File: src/dtp_pkg.sv
package dtp_pkg;

  localparam int DISP_W  = 16;
  localparam int PIX_W   = 12;
  localparam int XY_W    = 21;
  localparam int Z_W     = 18;
  localparam int CFG_IDX_W  = 3;
  localparam int CFG_DATA_W = 24;

  localparam int FOCAL_W = 16;
  localparam int FB_W    = 24;

  // depth divider: (fb*16 + d/2) / d, quotient limited to Z_W bits
  localparam int ZDEN_W  = 15;
  localparam int ZNUM_W  = FB_W + 5;
  // lateral divider: (|off|*z + f/2) / f, quotient limited to XY_W bits
  localparam int MAG_W   = 16;
  localparam int PROD_W  = MAG_W + Z_W;
  localparam int LNUM_W  = PROD_W + 1;

  // register indexes
  localparam logic [CFG_IDX_W-1:0] REG_FOCAL_X   = 3'd0;
  localparam logic [CFG_IDX_W-1:0] REG_FOCAL_Y   = 3'd1;
  localparam logic [CFG_IDX_W-1:0] REG_CENTER_X  = 3'd2;
  localparam logic [CFG_IDX_W-1:0] REG_CENTER_Y  = 3'd3;
  localparam logic [CFG_IDX_W-1:0] REG_FOCAL_BL  = 3'd4;
  localparam logic [CFG_IDX_W-1:0] REG_MIN_DEPTH = 3'd5;
  localparam logic [CFG_IDX_W-1:0] REG_MAX_DEPTH = 3'd6;

  localparam logic [FOCAL_W-1:0] RST_FOCAL_X   = 16'd7338;
  localparam logic [FOCAL_W-1:0] RST_FOCAL_Y   = 16'd7317;
  localparam logic [FOCAL_W-1:0] RST_CENTER_X  = 16'd5875;
  localparam logic [FOCAL_W-1:0] RST_CENTER_Y  = 16'd3974;
  localparam logic [FB_W-1:0]    RST_FOCAL_BL  = 24'd51698;
  localparam logic [Z_W-1:0]     RST_MIN_DEPTH = 18'd205;
  localparam logic [Z_W-1:0]     RST_MAX_DEPTH = 18'd61440;

  localparam logic [XY_W-1:0] XY_POS_MAX = 21'h0FFFFF;
  localparam logic [XY_W-1:0] XY_NEG_MIN = 21'h100000;

  // signed offset (pix*16 - center) as sign and magnitude
  function automatic logic [MAG_W:0] offset_sm(input logic [PIX_W-1:0] pix,
                                               input logic [FOCAL_W-1:0] ctr);
    logic [MAG_W+1:0] diff;
    logic [MAG_W+1:0] mag;
    diff = {2'b00, pix, 4'b0000} - {2'b00, ctr};
    mag  = diff[MAG_W+1] ? (~diff + 1'b1) : diff;
    return {diff[MAG_W+1], mag[MAG_W-1:0]};
  endfunction

  // apply sign and clamp to the XY field range
  function automatic logic [XY_W-1:0] sat_xy(input logic neg, input logic ovf,
                                             input logic [XY_W-1:0] q);
    logic [XY_W-1:0] res;
    if (neg) begin
      if (ovf || q > XY_NEG_MIN) res = XY_NEG_MIN;
      else res = ~q + 1'b1;
    end else begin
      if (ovf || q > XY_POS_MAX) res = XY_POS_MAX;
      else res = q;
    end
    return res;
  endfunction

endpackage

File: src/dtp_pipe_div.sv
// Restoring divider, one quotient bit per register stage, MSB first.
// Numerator must be below den << Q_W.
module dtp_pipe_div import dtp_pkg::*; #(
  parameter int NUM_W = ZNUM_W,
  parameter int DEN_W = ZDEN_W,
  parameter int Q_W   = Z_W,
  parameter int TAG_W = 1
) (
  input  logic             clk,
  input  logic             rst_n,
  input  logic             en,
  input  logic             in_valid,
  input  logic [NUM_W-1:0] in_num,
  input  logic [DEN_W-1:0] in_den,
  input  logic [TAG_W-1:0] in_tag,
  output logic             out_valid,
  output logic [Q_W-1:0]   out_quo,
  output logic [TAG_W-1:0] out_tag
);

  localparam int CMP_W = (NUM_W > DEN_W + Q_W) ? NUM_W : DEN_W + Q_W;

  logic             v_r   [Q_W];
  logic [NUM_W-1:0] rem_r [Q_W];
  logic [DEN_W-1:0] den_r [Q_W];
  logic [Q_W-1:0]   quo_r [Q_W];
  logic [TAG_W-1:0] tag_r [Q_W];

  for (genvar k = 0; k < Q_W; k++) begin : g_stage
    logic             v_in;
    logic [NUM_W-1:0] rem_in;
    logic [DEN_W-1:0] den_in;
    logic [Q_W-1:0]   quo_in;
    logic [TAG_W-1:0] tag_in;
    logic [CMP_W-1:0] rem_ext;
    logic [CMP_W-1:0] dsh;
    logic             ge;
    logic [NUM_W-1:0] rem_nxt;
    logic [Q_W-1:0]   quo_nxt;

    if (k == 0) begin : g_first
      assign v_in   = in_valid;
      assign rem_in = in_num;
      assign den_in = in_den;
      assign quo_in = '0;
      assign tag_in = in_tag;
    end else begin : g_next
      assign v_in   = v_r[k-1];
      assign rem_in = rem_r[k-1];
      assign den_in = den_r[k-1];
      assign quo_in = quo_r[k-1];
      assign tag_in = tag_r[k-1];
    end

    assign rem_ext = CMP_W'(rem_in);
    assign dsh     = CMP_W'(den_in) << (Q_W - 1 - k);
    assign ge      = rem_ext >= dsh;
    assign rem_nxt = ge ? NUM_W'(rem_ext - dsh) : rem_in;
    assign quo_nxt = quo_in | (Q_W'(ge) << (Q_W - 1 - k));

    always_ff @(posedge clk) begin
      if (!rst_n) begin
        v_r[k] <= 1'b0;
      end else if (en) begin
        v_r[k] <= v_in;
      end
    end

    always_ff @(posedge clk) begin
      if (en) begin
        rem_r[k] <= rem_nxt;
        den_r[k] <= den_in;
        quo_r[k] <= quo_nxt;
        tag_r[k] <= tag_in;
      end
    end
  end

  assign out_valid = v_r[Q_W-1];
  assign out_quo   = quo_r[Q_W-1];
  assign out_tag   = tag_r[Q_W-1];

endmodule

File: config.mk
export PLATFORM = sky130hd
export DESIGN_NAME = dtp_pipe_div
export DESIGN_NICKNAME = d
export VERILOG_FILES = /design/src/dtp_pkg.sv /design/src/dtp_pipe_div.sv
export SDC_FILE = /design/constraint.sdc
export NUM_CORES = 1
export LEC_CHECK = 0
export BUFFER_PORTS_ARGS = -buffer_cell sky130_fd_sc_hd__buf_2
export CORE_MARGIN = 5
export CORE_UTILIZATION = 40
export DETAILED_ROUTE_END_ITERATION = 7
export SYNTH_ARGS = -nofsm -noshare
export SYNTH_HDL_FRONTEND = slang
export SYNTH_SLANG_ARGS = --single-unit
File: constraint.sdc
create_clock -name clk -period 4 [get_ports clk]
set_clock_uncertainty 0.05 [all_clocks]
set_input_delay 0.2 -clock clk [delete_from_list [all_inputs] [get_ports clk]]
set_output_delay 0.2 -clock clk [all_outputs]
set_load 0.05 [all_outputs]
==> out/qor.txt, run 1 <==
die footprint = 123,000 um^2
share of the core filled with cells = 45.5%
top layer in use = met4
Area growth syn-to-layout = 13.4%
grt ovf = 0
Post-DRT Antenna Nets = 0
M1 WL = 42,200 um
Std-Cell Core Area = 116,000 um^2
critical path launch point type = register
slowest CP cell = o31ai_1
met3 wire len = 3900 um
mapped cell area = 46,500 um^2
critical path, cell by cell = inv_1, ha_1, fa_1, nor2b_1, o31a_1, nor3_1, o41ai_1, buf_4, o32ai_2, buf_4, o31ai_1
Final HPWL DP = 68,900 um
1st-iter DRT viols = 1,773
Synth Flop Type = edfxtp_1
Total Routing Usage GR = 15.3%
fraction of layout cells with a size suffix above 1 = 9.89%
largest net degree at the start of global routing = 155
cell mode on critical path = buf_4
Hold WC Path Type = primary input to register
Max Slew Vio Count = 0
Die X = 351 um
status = complete, no violations
Reg-to-Reg Start = rem_r[5][11]$_DFFE_PP_
GP Congestion = 0.876
Die Ht = 351 um
Hold EP = den_r[0][12]$_DFFE_PP_
vias = 28,100
CTS Root Cell = clkbuf_16
Worst Path Buf+Inv = 3
Fin. Hold Viols = 0
worst min-delay path startpoint = in_den[12]
TritonCTS Buffers = 102
I/O Pins = 69
Antenna Cells = 0
Rows = 125
Worst slew margin = 19.2%
Synth cell types = 97
Mapped Avg Cell Area = 12.8 um^2
WHS Path Cells = 2
peak supply drop = 0.000393 V
r2r setup slk = 0.38 ns
via count of the first global-routing pass = 27,800
Overall Power = 34.1 mW
Seq/Total Area, Yosys = 61.7%
Reg area = 28,700 um^2
P per Cell Area = 647 nW/um^2
reg-to-reg endpoint = rem_r[6][17]$_DFFE_PP_
Mapped Cells = 3,621
Tightest Pin Transition = 1.20 ns
htree depth = 3
Leak = 20.0 nW
clk_lat worst skew = 0.69 ns
post-CTS setup buffer count = 0
worst endpoint required time = 4.31 ns
nets@finish = 4,161
syn_nets = 3,951
drt wl/cell = 17.4 um
total wire length after detailed routing = 94,800 um
setup TNS = 0 ns
final setup vio count = 0
initial core utilization = 40.1%
CP max FO = 23
Final min period = 3.62 ns
period utilization = 90.5%
area occupied by multi-input gates = 16,300 um^2
crit path kind = register to register
placed cell areas = 48,900 um^2
r2r worst-path depth = 11
DRC violations left = 0
RSZ-0062 raised after global routing = no
fmax = 276 MHz
detailed-router iteration count before antenna repair = 6
Worst path max stage delay = 0.73 ns
vias per cell = 5.17
CTS Sinks = 955
Setup crit end kind = register
Fill cells = 10,400
I/O Buffers = 68
Finished Cell Area = 52,700 um^2
kind of cell adding the most delay to the critical path = compound AO/OA/AOI/OAI gates
crit path DAT = 3.93 ns
number of flops mapped to enable cells by yosys = 954
first-pass GRT wire length = 150,000 um
Synthesis Warnings = 0
Max Cap Violations = 0
metal2 WL = 45,100 um
Synth Register Bits = 955
CTS tree = built
antenna violations before repair = 2
FFs w/ async S/R, synth = 0%
clk buf depth = 3
Clk pin slew, worst setup/hold paths = 0.06 ns
[state kept, by name, summed over array words and instances (netlist names)]
signal,count
tag_r,18
quo_r,171
rem_r,493
den_r,255
v_r,18
[routing by layer]
| metal | GRT usage, % | vias to the layer above |
|---|---|---|
| met4 | 5.87 | 0 |
| met1 | 19.8 | 13400 |
| met2 | 26.0 | 610 |
| met3 | 2.47 | 197 |
| li1 | - | 13900 |
| met5 | 0 | - |
[final cells by class]
type                            count  share of cell area (%)
Clock buffer                      121                    5.02
Clock inverter                     67                    1.28
Inverter                          334                    2.38
Multi-Input combinational cell   2278                    31.0
Sequential cell                   955                    54.4
Tap cell                         1524                    3.62
Timing Repair Buffer              160                    2.33
[per-stage QoR]
step           cells  hold WS (ns)  setup slack, ns
2_1_floorplan   3621         0.249            0.849
3_3_place_gp    5202         0.328            0.539
3_5_place_dp    5202         0.329            0.449
4_1_cts         5439         0.126            0.400
5_1_grt         5439         0.167            0.126
6_report        5439         0.195            0.379
[cells in the final DEF, fill, tap and decap left out, types with 17 or more instances in the layout]
cell and instances:
o31a_1 17, nand4_1 38, clkinv_1 24, fa_1 17
clkbuf_1 18, or4_1 20, o21a_1 44, nor4b_1 18
a211oi_1 28, xor2_1 115, nand2b_1 42, nor3_1 81
dlygate4sd3_1 49, nor2b_1 45, nor2_1 214, mux2_2 75
inv_1 333, and3_1 38, o21ai_0 212, buf_4 38
edfxtp_1 954, o31ai_1 28, a31oi_1 22, nand2_1 223
ha_1 264, xnor2_1 143, clkbuf_16 103, a21o_1 67
nor4_1 48, a21oi_1 199, buf_2 67, nand3_1 44
clkinv_2 18
[worst max-delay path by stage]
stage	to	slack [ns]	startpoint	cells past startpoint
after floorplan	rem_r[4][20]$_DFFE_PP_	0.85	rem_r[3][13]$_DFFE_PP_	13
after global placement	rem_r[9][20]$_DFFE_PP_	0.54	rem_r[8][22]$_DFFE_PP_	7
after detailed placement	rem_r[5][16]$_DFFE_PP_	0.45	rem_r[4][13]$_DFFE_PP_	9
after CTS	rem_r[5][15]$_DFFE_PP_	0.40	rem_r[4][13]$_DFFE_PP_	9
after global routing	rem_r[5][16]$_DFFE_PP_	0.13	rem_r[4][13]$_DFFE_PP_	9
final	rem_r[6][17]$_DFFE_PP_	0.38	rem_r[5][11]$_DFFE_PP_	11
[report_power, final]
part           leakage [nW]  internal (mW)  switching [mW]
combinational          9.09           4.42            5.70
clock                  1.61           5.44            3.85
sequential             9.25           13.5            1.23
total                  20.0           23.3            10.8
[repair_timing]
action | in CTS | in global routing
endpoints found under the hold margin | 80 | 0
hold buffers | 49 | 0
gates resized for setup | 0 | 0
[cells by family (layout without fill, tap and decap cells)]
| family | count (synthesis) | in the layout | share of synthesized area [%] |
|---|---|---|---|
| fa+ha+maj | 281 | 281 | 7.84 |
| compound gates | 740 | 740 | 10.1 |
| flops | 955 | 955 | 61.7 |
| mux | 95 | 95 | 2.29 |
| simple gates | 904 | 904 | 9.99 |
| buf+inv | 388 | 682 | 3.19 |
| xor+xnor | 258 | 258 | 4.86 |
[cells in the mapped netlist (all sizes together) (18+ instances only)]
cell type,instances,share of area (%)
o21a,44,0.71
ha,264,7.1
nor2,214,1.7
a21oi,204,2.2
xnor2,143,2.7
nand3,44,0.47
nor4,48,0.65
or4,21,0.35
o211ai,18,0.31
nand4,38,0.51
nand2b,42,0.57
nor4b,19,0.37
nor2b,45,0.61
nand2,223,1.8
clkbuf,42,0.34
a211oi,29,0.48
inv,334,2.7
o21ai,214,2.3
nor3,83,0.92
xor2,115,2.2
or3,18,0.26
a21o,67,1.1
mux2,83,2.0
a31oi,22,0.30
edfxtp,954,62
o31ai,28,0.45
and3,38,0.51
(Power assumes the default switching activity.)
==> run 2: changes to the inputs <==
Settings changed: RECOVER_POWER set to 100.
==> out/qor.txt, run 2 (synthesis gave the netlist of run 1 again) <==
Final min period = 3.70 ns (+0.0769 ns)
Die Ht = 351 um (unchanged)
detailed-router iteration count before antenna repair = 7 (+1)
Hold WC Path Type = primary input to register
Post-DRT Antenna Nets = 0 (unchanged)
CTS Sinks = 955 (unchanged)
die footprint = 123,000 um^2 (unchanged)
Final HPWL DP = 68,900 um (unchanged)
peak supply drop = 0.000392 V (-0.26%)
WHS Path Cells = 2 (unchanged)
reg-to-reg endpoint = rem_r[10][28]$_DFFE_PP_
Worst Path Buf+Inv = 1 (-2)
largest net degree at the start of global routing = 155 (unchanged)
CTS Root Cell = clkbuf_16
Crit. path cell count = 11 (unchanged)
final worst slack = 0.302 ns (-0.0769 ns)
I/O Pins = 69 (unchanged)
TritonCTS Buffers = 102 (unchanged)
htree depth = 3 (unchanged)
Reg-to-Reg Start = rem_r[9][7]$_DFFE_PP_
critical path, cell by cell = inv_1, ha_1, fa_1, and2b_1, o31a_1, nor3_1, o32ai_2, o21ai_0, or4_1, nor4_1, xor2_1
Fin. Hold Viols = 0 (unchanged)
failing checks = max-capacitance violations, max-slew violations
fmax = 270 MHz (-2.1%)
Max Cap Violations = 7 (+7)
post-CTS setup buffer count = 0 (unchanged)
Total Routing Usage GR = 15.3% (unchanged)
drt wl/cell = 17.4 um (about the same)
Die X = 351 um (unchanged)
I/O Buffers = 68 (unchanged)
cts hold-fix bufs = 49 (unchanged)
initial core utilization = 40.1% (unchanged)
period utilization = 92.4% (+1.9 points)
Std-Cell Core Area = 116,000 um^2 (unchanged)
Worst slew margin = -26.7% (-46 points)
r2r setup slk = 0.30 ns (-0.08 ns)
Setup crit end kind = register
crit path kind = register to register
Rows = 125 (unchanged)
Leak = 19.7 nW (-1.3%)
Worst path max stage delay = 0.65 ns (-0.08 ns)
Fill cells = 10,500 (+0.69%)
antenna violations before repair = 2 (unchanged)
PostCTS Resize Cnt = 0 (unchanged)
highest-count cells in the layout ignoring fill and taps = edfxtp_1, inv_1, ha_1
total wire length after detailed routing = 94,900 um (about the same)
Reg area = 28,700 um^2 (unchanged)
commonest non-fill, non-tap cell in the layout = edfxtp_1
Area growth syn-to-layout = 12.8%
worst min-delay path startpoint = in_num[8]
Clk pin slew, worst setup/hold paths = 0.06 ns (about the same)
Setup WS pre-CTS = 0.449 ns (unchanged)
vias per cell = 5.17 (about the same)
Hold EP = rem_r[0][8]$_DFFE_PP_
critical path launch point type = register
first-pass GRT wire length = 150,000 um (unchanged)
crit path DAT = 4.07 ns (+0.14 ns)
Max Slew Vio Count = 778 (+778)
Tightest Pin Transition = 1.90 ns (+0.697 ns)
DRC violations left = 0 (unchanged)
Reg with most FFs = rem_r
grt ovf = 0 (unchanged)
vias = 28,100 (+0.061%)
CP max FO = 5 (-78%)
P per Cell Area = 648 nW/um^2 (+0.15%)
RSZ-0062 raised after global routing = no
clk buf depth = 3 (unchanged)
kind of cell adding the most delay to the critical path = simple AND/OR/NAND/NOR gates
GP Congestion = 0.876 (unchanged)
fraction of layout cells with a size suffix above 1 = 7.56% (-2.3 points)
via count of the first global-routing pass = 27,800 (unchanged)
largest registers = rem_r x493, den_r x255, quo_r x171
status = complete, but fails checks
area occupied by multi-input gates = 16,300 um^2 (-0.48%)
slowest CP cell = or4_1
1st-iter DRT viols = 1,879 (+6.0%)
CTS tree = built
setup TNS = 0 ns (unchanged)
r2r worst-path depth = 11 (unchanged)
share of the core filled with cells = 45.3% (-0.26 points)
clk_lat worst skew = 0.69 ns (about the same)
worst endpoint required time = 4.37 ns (+0.06 ns)
max reg flops = 493 (unchanged)
final setup vio count = 0 (unchanged)
nets@finish = 4,161 (unchanged)
[run 2: stage by stage]
step,std cells,instance area [um^2],hold slack (ns),total power [mW]
after detailed placement,5202,48900,0.329,24.9
final,5440,52400,0.208,34.0
after global placement,5202,48900,0.328,24.8
after global routing,5439,52400,0.191,36.0
after CTS,5439,52700,0.126,34.4
after floorplan,3621,46500,0.249,21.9
[run 2: cell type report]
cell class,instances,area share [%]
Antenna cell,1,0.00478
Timing Repair Buffer,160,1.91
Clock inverter,67,1.29
Inverter,334,2.39
Tap cell,1524,3.64
Sequential cell,955,54.7
Multi-Input combinational cell,2278,31.0
Clock buffer,121,5.05
[run 2: how the worst max path moves through the flow]
| stage | slack, ns | to | from |
|---|---|---|---|
| 2_1_floorplan | 0.85 | rem_r[4][20]$_DFFE_PP_ | rem_r[3][13]$_DFFE_PP_ |
| 5_1_grt | 0.07 | rem_r[15][5]$_DFFE_PP_ | den_r[14][1]$_DFFE_PP_ |
| 3_3_place_gp | 0.54 | rem_r[9][20]$_DFFE_PP_ | rem_r[8][22]$_DFFE_PP_ |
| 6_report | 0.30 | rem_r[10][28]$_DFFE_PP_ | rem_r[9][7]$_DFFE_PP_ |
| 4_1_cts | 0.40 | rem_r[5][15]$_DFFE_PP_ | rem_r[4][13]$_DFFE_PP_ |
| 3_5_place_dp | 0.45 | rem_r[5][16]$_DFFE_PP_ | rem_r[4][13]$_DFFE_PP_ |
[run 2: routing by layer]
layer	GRT usage (%)	wire (um)
met1	19.8	42200
met2	26.0	45100
met3	2.47	3900
met4	5.87	3630
met5	0	0
[run 2: power breakdown]
part / switching, mW / total [mW] / leakage, nW / internal [mW]
sequential: 1.23 / 14.7 / 9.25 / 13.5
combinational: 5.67 / 9.97 / 8.84 / 4.29
clock: 3.84 / 9.28 / 1.61 / 5.44
total: 10.7 / 34.0 / 19.7 / 23.2
